$ cat src/sv/i4dq_pkg.sv
package i4dq_pkg;

    localparam int unsigned CodeW   = 4;
    localparam int unsigned ScaleW  = 16;
    localparam int unsigned ValW    = 32;
    localparam int unsigned InDataW = 24;
    localparam int unsigned OutDataW = 64;

    localparam logic FmtFp32 = 1'b0;
    localparam logic FmtBf16 = 1'b1;
    localparam logic FmtReset = FmtBf16;

    localparam logic [31:0] QNan = 32'h7FC0_0000;
    localparam logic [31:0] ExpMask = 32'h7F80_0000;
    localparam logic [31:0] ManMask = 32'h007F_FFFF;

    // Exact FP32 of (code - 8) * fp16(scale).
    function automatic logic [31:0] scaled_code(input logic [3:0] code,
                                                input logic [15:0] scale);
        logic        s_sign;
        logic [4:0]  s_exp;
        logic [9:0]  s_man;
        logic        d_neg;
        logic [3:0]  d_mag;
        logic        sign;
        logic [10:0] sig;
        logic [4:0]  eff;
        logic [13:0] p;
        logic [3:0]  t;
        logic [7:0]  exp32;
        logic [36:0] sh;
        s_sign = scale[15];
        s_exp  = scale[14:10];
        s_man  = scale[9:0];
        d_neg  = ~code[3];
        d_mag  = d_neg ? (4'd8 - code) : (code - 4'd8);
        sign   = s_sign ^ d_neg;
        sig    = (s_exp == 5'd0) ? {1'b0, s_man} : {1'b1, s_man};
        eff    = (s_exp == 5'd0) ? 5'd1 : s_exp;
        p      = 14'(d_mag) * 14'(sig);
        t      = 4'd0;
        for (int i = 1; i < 14; i++) begin
            if (p[i]) t = 4'(i);
        end
        exp32 = 8'(t) + 8'(eff) + 8'd102;
        sh    = 37'(p) << (5'd23 - 5'(t));
        if (s_exp == 5'h1F) begin
            if (s_man != 10'd0)
                scaled_code = {s_sign, 8'hFF, 1'b1, s_man[8:0], 13'd0};
            else if (d_mag == 4'd0)
                scaled_code = QNan;
            else
                scaled_code = {sign, 8'hFF, 23'd0};
        end else if (d_mag == 4'd0 || (s_exp == 5'd0 && s_man == 10'd0)) begin
            scaled_code = {sign, 31'd0};
        end else begin
            scaled_code = {sign, exp32, sh[22:0]};
        end
    endfunction

    function automatic logic [31:0] to_bf16(input logic [31:0] bits);
        logic [32:0] sum;
        sum = 33'(bits) + 33'h7FFF + 33'(bits[16]);
        if ((bits & ExpMask) == ExpMask && (bits & ManMask) != 32'd0)
            to_bf16 = {16'd0, bits[31:23], 1'b1, bits[21:16]};
        else
            to_bf16 = {16'd0, sum[31:16]};
    endfunction

endpackage

$ cat src/sv/int4_group_dequantizer_top.sv
// int4_group_dequantizer_top
// Dequantizes two packed int4 codes per word with one FP16 group scale.
// Input stream: s_axis_tdata = {group_scale[15:0], packed_codes[7:0]};
//   low nibble is the even column, high nibble the odd column.
// Output stream: m_axis_tdata = {odd_value[31:0], even_value[31:0]};
//   each is (code-8)*scale as FP32, or as BF16 (RNE) zero-extended.
// Config channel: one bit, output_format (0 FP32, 1 BF16), reset 1.
//   Write only while the block is idle.
// Datapath: an input register holds the word, and a single combinational
//   pass (small 4x11 multiply, leading-one search, rounding) feeds the
//   output register.
// Throughput: one word per cycle (single pass) unless the receiver stalls.
// Stall: ready propagates back through both registers; a stage may load
//   when it is empty or its content moves on in the same cycle, so a full
//   pipe holds two words while the receiver stalls.
// Reset (synchronous, active low) empties both stages and sets BF16 mode.
module int4_group_dequantizer_top (
    input  logic                           i_clk,
    input  logic                           i_rst_n,
    input  logic                           s_axis_tvalid,
    output logic                           s_axis_tready,
    // [7:0] packed_codes, [23:8] group_scale
    input  logic [i4dq_pkg::InDataW-1:0]   s_axis_tdata,
    output logic                           m_axis_tvalid,
    input  logic                           m_axis_tready,
    // [31:0] even_value, [63:32] odd_value
    output logic [i4dq_pkg::OutDataW-1:0]  m_axis_tdata,
    input  logic                           i_cfg_valid,
    output logic                           o_cfg_ready,
    input  logic                           i_cfg_data
);
    import i4dq_pkg::*;

    logic                r_fmt;
    logic                r_in_vld;
    logic [InDataW-1:0]  r_in;
    logic                r_out_vld;
    logic [OutDataW-1:0] r_out;
    logic                out_load;
    logic                in_load;
    logic [ValW-1:0]     even_v;
    logic [ValW-1:0]     odd_v;

    assign o_cfg_ready   = 1'b1;
    assign out_load      = ~r_out_vld | m_axis_tready;
    assign in_load       = ~r_in_vld | out_load;
    assign s_axis_tready = in_load;
    assign m_axis_tvalid = r_out_vld;
    assign m_axis_tdata  = r_out;

    i4dq_lane u_even (.i_code(r_in[3:0]), .i_scale(r_in[23:8]), .i_fmt(r_fmt),
                      .o_value(even_v));
    i4dq_lane u_odd  (.i_code(r_in[7:4]), .i_scale(r_in[23:8]), .i_fmt(r_fmt),
                      .o_value(odd_v));

    always_ff @(posedge i_clk) begin
        if (!i_rst_n) begin
            r_fmt     <= FmtReset;
            r_in_vld  <= 1'b0;
            r_out_vld <= 1'b0;
        end else begin
            if (i_cfg_valid) r_fmt <= i_cfg_data;
            if (in_load) r_in_vld <= s_axis_tvalid;
            if (out_load) r_out_vld <= r_in_vld;
        end
    end

    always_ff @(posedge i_clk) begin
        if (in_load && s_axis_tvalid) r_in <= s_axis_tdata;
        if (out_load && r_in_vld) r_out <= {odd_v, even_v};
    end

    // a stalled result holds
    a_hold: assert property (@(posedge i_clk) disable iff (!i_rst_n)
        m_axis_tvalid && !m_axis_tready |=> m_axis_tvalid && $stable(m_axis_tdata))
        else $error("result changed under stall");
    // full pipe and stalled output blocks input
    a_bp: assert property (@(posedge i_clk) disable iff (!i_rst_n)
        r_in_vld && r_out_vld && !m_axis_tready |-> !s_axis_tready)
        else $error("input taken while pipe full");
    // an accepted word reaches the input stage
    a_fill: assert property (@(posedge i_clk) disable iff (!i_rst_n)
        s_axis_tvalid && s_axis_tready |=> r_in_vld)
        else $error("word lost");

endmodule

$ cat src/sv/i4dq_lane.sv
module i4dq_lane (
    input  logic [i4dq_pkg::CodeW-1:0]  i_code,
    input  logic [i4dq_pkg::ScaleW-1:0] i_scale,
    input  logic                        i_fmt,
    output logic [i4dq_pkg::ValW-1:0]   o_value
);
    import i4dq_pkg::*;

    logic [ValW-1:0] prod;

    assign prod    = scaled_code(i_code, i_scale);
    assign o_value = (i_fmt == FmtBf16) ? to_bf16(prod) : prod;

endmodule
$ cat config.mk
export PLATFORM = sky130hd
export DESIGN_NAME = int4_group_dequantizer_top
export DESIGN_NICKNAME = d
export VERILOG_FILES = /design/src/sv/i4dq_pkg.sv /design/src/sv/int4_group_dequantizer_top.sv /design/src/sv/i4dq_lane.sv
export SDC_FILE = /design/constraint.sdc
export NUM_CORES = 1
export LEC_CHECK = 0
export BUFFER_PORTS_ARGS = -buffer_cell sky130_fd_sc_hd__buf_2
export CAP_MARGIN = 0
export CORE_MARGIN = 2
export CORE_UTILIZATION = 60
export DETAILED_ROUTE_END_ITERATION = 16
export GPL_TIMING_DRIVEN = 1
export PLACE_DENSITY = 0.81
export SYNTH_ARGS = -nofsm -noshare
export SYNTH_HDL_FRONTEND = slang
export SYNTH_HIERARCHICAL = 1
export SYNTH_SLANG_ARGS = --single-unit
$ cat constraint.sdc
create_clock -name i_clk -period 9.5 [get_ports i_clk]
set_clock_uncertainty 0.05 [all_clocks]
set_input_delay 1.9 -clock i_clk [delete_from_list [all_inputs] [get_ports i_clk]]
set_output_delay 1.9 -clock i_clk [all_outputs]
set_load 0.01 [all_outputs]
==> results.md <==
Status:
- The run finished with clean final reports.

Route:
- After detailed routing, the number of vias per cell comes to 6.70.
- The detailed router finished its first iteration with 936 violations.
- The total DRC errors in the routed layout is 0.
- After detailed routing, the average wire length per cell comes to 20.7 um.
- The number of vias after detailed routing is 9556.
- The count of nets left with antenna violations once routing finished came out at 0.
- The total wirelength of the detailed-routed design is 29500 um.
- The number of iterations in the first detailed-routing pass is 5.

Final layout:
- In the final layout, the multi-input gates occupy 6820 sq um.
- The number of nets in the layout is 1319.
- The post-route netlist has 16.4% of its cells at a drive strength greater than 1.
- Summing all flip-flop and latch instances after layout gives 2700 sq um.
- After filler insertion, the fill cell instance count of the layout stands at 1413.
- Compared with the post-synthesis result, the final layout area differs by 8.07%.
- The finished cells cover 11000 sq um.
- The post-route core utilization is 66.2%.

STA:
- Across all setup checks in the final design, the least slack found is 1.22 ns.
- In the finished design, the share of the clock period the worst path needs comes to 87.2%.
- Setup violations remaining at the end of the flow were counted as 0.
- On the final layout, the worst hold slack is 0.496 ns.
- The count of final hold-check violations is 0.
- The final critical path time including I/O delays and setup is 8.28 ns.
- Setup repair after global routing left no endpoint under its margin.
- The setup total negative slack is 0 ns.
- The worst max-slew margin expressed relative to the limit is 33.5%.
- The worst-margin pin slew is 0.970 ns.
- The upper clock frequency limit is 121 MHz.
- The count of final max-slew check failures is 0.

Critical path:
- The critical register-to-register path startpoint is r_in[0]$_DFFE_PP_.
- The arrival time at the worst endpoint is 8.41 ns.
- For flop-to-flop paths, the worst setup slack is 1.22 ns.
- The cell type of the slowest stage on the worst timing path is mux2i_1.
- The category of the worst setup path launch point is a flop.
- The cell repeated most along the worst path is fa_1.
- The highest net fanout along the worst path is 14.
- The cell count of the worst reg-to-reg path is 25.
- By startpoint and endpoint, the worst setup path is classified as reg2reg.
- The worst setup path is captured at a flop.
- The data required time at the worst endpoint is 9.63 ns.
- In this run the critical register-to-register path is captured at m_axis_tdata[14]$_DFFE_PP_.
- The largest single stage delay on the critical path is 0.73 ns.

Worst hold path:
- The start point of the worst hold path is m_axis_tvalid$_SDFFE_PN0P_.
- The min-delay analysis places its worst path in the category reg2reg.
- The worst min-delay path endpoint is r_in_vld$_SDFFE_PN0P_.
- The worst hold path was traced through 2 stages.

Placed design:
- The worst setup slack before clock tree synthesis is 1.41 ns.
- After legalization and detailed placement, the total HPWL measured 22200 um.
- The congestion estimate from routability-driven global placement came to 0.994.
- The post-place instance area is 10700 sq um.
- The number of buffers added on ports is 95.

CTS:
- The clock tree from TritonCTS is yes.
- For the worst-skew pair, the clock arrives at the later sink with an insertion delay of 0.34 ns.
- The CTS buffer count is 9.
- Counting every sink on the clock net gives 91.
- Clock-pin slew was measured on the worst setup and hold paths at 0.07 ns.
- Once the clock tree was built, the setup fixing pass inserted 0 buffers.
- Hold repair after CTS inserted 0 buffers.
- The clock tree synthesis step divided the H-tree into 3 levels.
- The library cell used as clock root buffer is clkbuf_16.
- The post-CTS resize count is 0.
- The clock passes through at most 2 buffers.

Power:
- The static leakage is 0.00445 uW.
- The power per unit of standard cell area is 307 nW/um^2.
- The maximum VDD drop is 0.139 mV.

GRT:
- For met1 alone, demand over resource in global routing was 45.4%.
- The via count of the first global-routing pass is 8987.
- The initial antenna violation count came to 2.
- The global-route track usage on met2 is 50.9%.
- The first-pass GRT wire length is 46700 um.
- The global-route layer with the greatest usage is met2.
- For this run, the total global-route usage over all layers was measured as 32.7%.
- Entering global routing, the biggest net connects 65 pins.
- The total overflow left after global routing is 0.
- For this run, global-route usage on met3 was measured as 6.01%.

Synth:
- The number of register bits inferred by synthesis is 91.
- In the synthesized netlist, the number of instances is 1137.
- For this run, the leading register cell type out of synthesis is edfxtp_1.
- Synthesis produced a netlist with a net count of 1257.
- The cell area after synthesis is 10200 sq um.
- The count of flip-flops with a built-in enable after synthesis is 88.
- The synthesis warning total is 6.
- The synthesized area per cell is 8.94 sq um.
- Yosys mapped the design onto 122 distinct sky130hd cell types.
- Sequential cells were found to cover 26.6% of the synthesized design area.
- Counting flops with an async set or reset pin after synthesis yields a share of 0%.

Floorplanning:
- The die span in y is 134 um.
- The initialized floorplan defines 47 standard-cell rows.
- For this configuration, the core starts out at a cell density of 61.3%.
- 97 I/O pins were placed.
- The floorplan die width is 134 um.
- The core area is 16600 sq um.
- The area enclosed by the die boundary is 18000 sq um.

Flow run:
- The number of max-cap violations is 0.
layer usage:
metal	up-vias	wire length [um]
met5	-	0
met4	0	985
met3	86	2810
met2	581	13200
met1	4505	12500
li1	4384	-
synth_stat cells (all sizes together) (8+ instances only):
cell,number,area [sq um]
a211oi,20,183
fa,38,761
o21a,12,93.8
a21o,14,105
o2111ai,15,131
and3,14,87.6
or3,8,51.3
xor2,13,129
or2,8,52.6
nand2b,9,56.3
a31oi,11,68.8
nand2,68,255
nand4,13,81.3
xnor2,19,166
o21ai,60,327
buf,21,164
nor4,14,93.8
o211ai,28,230
a221oi,8,88.8
inv,82,310
nand3,32,160
nor2,97,379
and2,46,292
clkbuf,32,176
nor3,36,223
ha,52,651
mux2i,10,100
nor2b,48,315
a21oi,81,435
o22ai,10,68.8
nor3b,8,71.3
edfxtp,88,2640
o31ai,9,72.6
o211a,8,80.1
area by class of cell:
type / count / area share, %
Tap cell: 220 / 2.51
Antenna cell: 2 / 0.0456
Sequential cell: 91 / 24.6
Clock buffer: 10 / 2.09
Inverter: 83 / 2.86
Multi-Input combinational cell: 910 / 62.1
Timing Repair Buffer: 104 / 4.95
Clock inverter: 6 / 0.866
flip-flops by register name, summed over array words and instances, names as in the netlist:
register	count
m_axis_tdata	64
m_axis_tvalid	1
r_fmt	1
r_in	24
r_in_vld	1
critical path: cells and delay by family (launching register included):
kind                       cells  cell delay [ns]
AOI/OAI and AO/OA              5             1.71
adders and majority gates      7             2.87
buffers and inverters          4             0.36
DFF                            1             0.66
muxes                          1             0.73
and+or+nand+nor                8             1.78
metrics by stage:
| stage | total power [uW] | std cells |
|---|---|---|
| 2_1_floorplan | 2380 | 1137 |
| 3_3_place_gp | 2890 | 1408 |
| 3_5_place_dp | 2890 | 1408 |
| 4_1_cts | 3300 | 1424 |
| 5_1_grt | 3600 | 1424 |
| 6_report | 3370 | 1426 |
cells in the final DEF (no fill, tap or decap), types with 8 or more instances in the layout:
master / instances
o21ai_1: 9
xnor2_1: 19
o211ai_1: 24
edfxtp_1: 88
o22ai_1: 9
xor2_1: 11
a211oi_1: 15
nand2b_1: 9
buf_2: 95
and2_1: 43
and3_1: 14
a21oi_1: 74
o31ai_1: 8
a21o_1: 14
nor3_1: 30
nor2b_1: 45
nand4_1: 13
o2111ai_1: 15
nor2_1: 93
a31oi_1: 11
o21ai_0: 46
fa_1: 38
nand2_1: 68
nor4_1: 13
buf_4: 9
clkbuf_16: 9
ha_1: 52
nand3_1: 32
mux2i_1: 10
inv_1: 80
o21a_1: 9
power by group:
| group | total [uW] | switching (uW) | internal [uW] |
|---|---|---|---|
| sequential | 577 | 32.3 | 545 |
| clock | 389 | 156 | 234 |
| combinational | 2410 | 1560 | 850 |
worst max path at each step:
stage / startpoint / endpoint / slack, ns / cells past startpoint
after detailed placement: r_in[0]$_DFFE_PP_ / m_axis_tdata[14]$_DFFE_PP_ / 1.41 / 25
after CTS: r_in[0]$_DFFE_PP_ / m_axis_tdata[14]$_DFFE_PP_ / 1.35 / 25
after global routing: r_in[0]$_DFFE_PP_ / m_axis_tdata[14]$_DFFE_PP_ / 0.75 / 25
after floorplan: r_in[4]$_DFFE_PP_ / m_axis_tdata[44]$_DFFE_PP_ / 2.58 / 29
final: r_in[0]$_DFFE_PP_ / m_axis_tdata[14]$_DFFE_PP_ / 1.22 / 25
after global placement: r_in[4]$_DFFE_PP_ / m_axis_tdata[44]$_DFFE_PP_ / 1.53 / 23
cells by family (layout without fill, tap and decap cells):
logic type	count (synthesis)	count (layout)	share of synthesized area, %
multiplexers	12	12	1.21
AO/OA/AOI/OAI	353	353	25.9
buffers and inverters	136	203	6.44
adder cells (fa/ha/maj)	90	90	13.9
AND/OR/NAND/NOR	422	422	23.0
flip-flops	91	91	26.6
other	1	3	0.0369
XOR/XNOR	32	32	2.91
No activity file was read; power rests on OpenSTA's default activity.
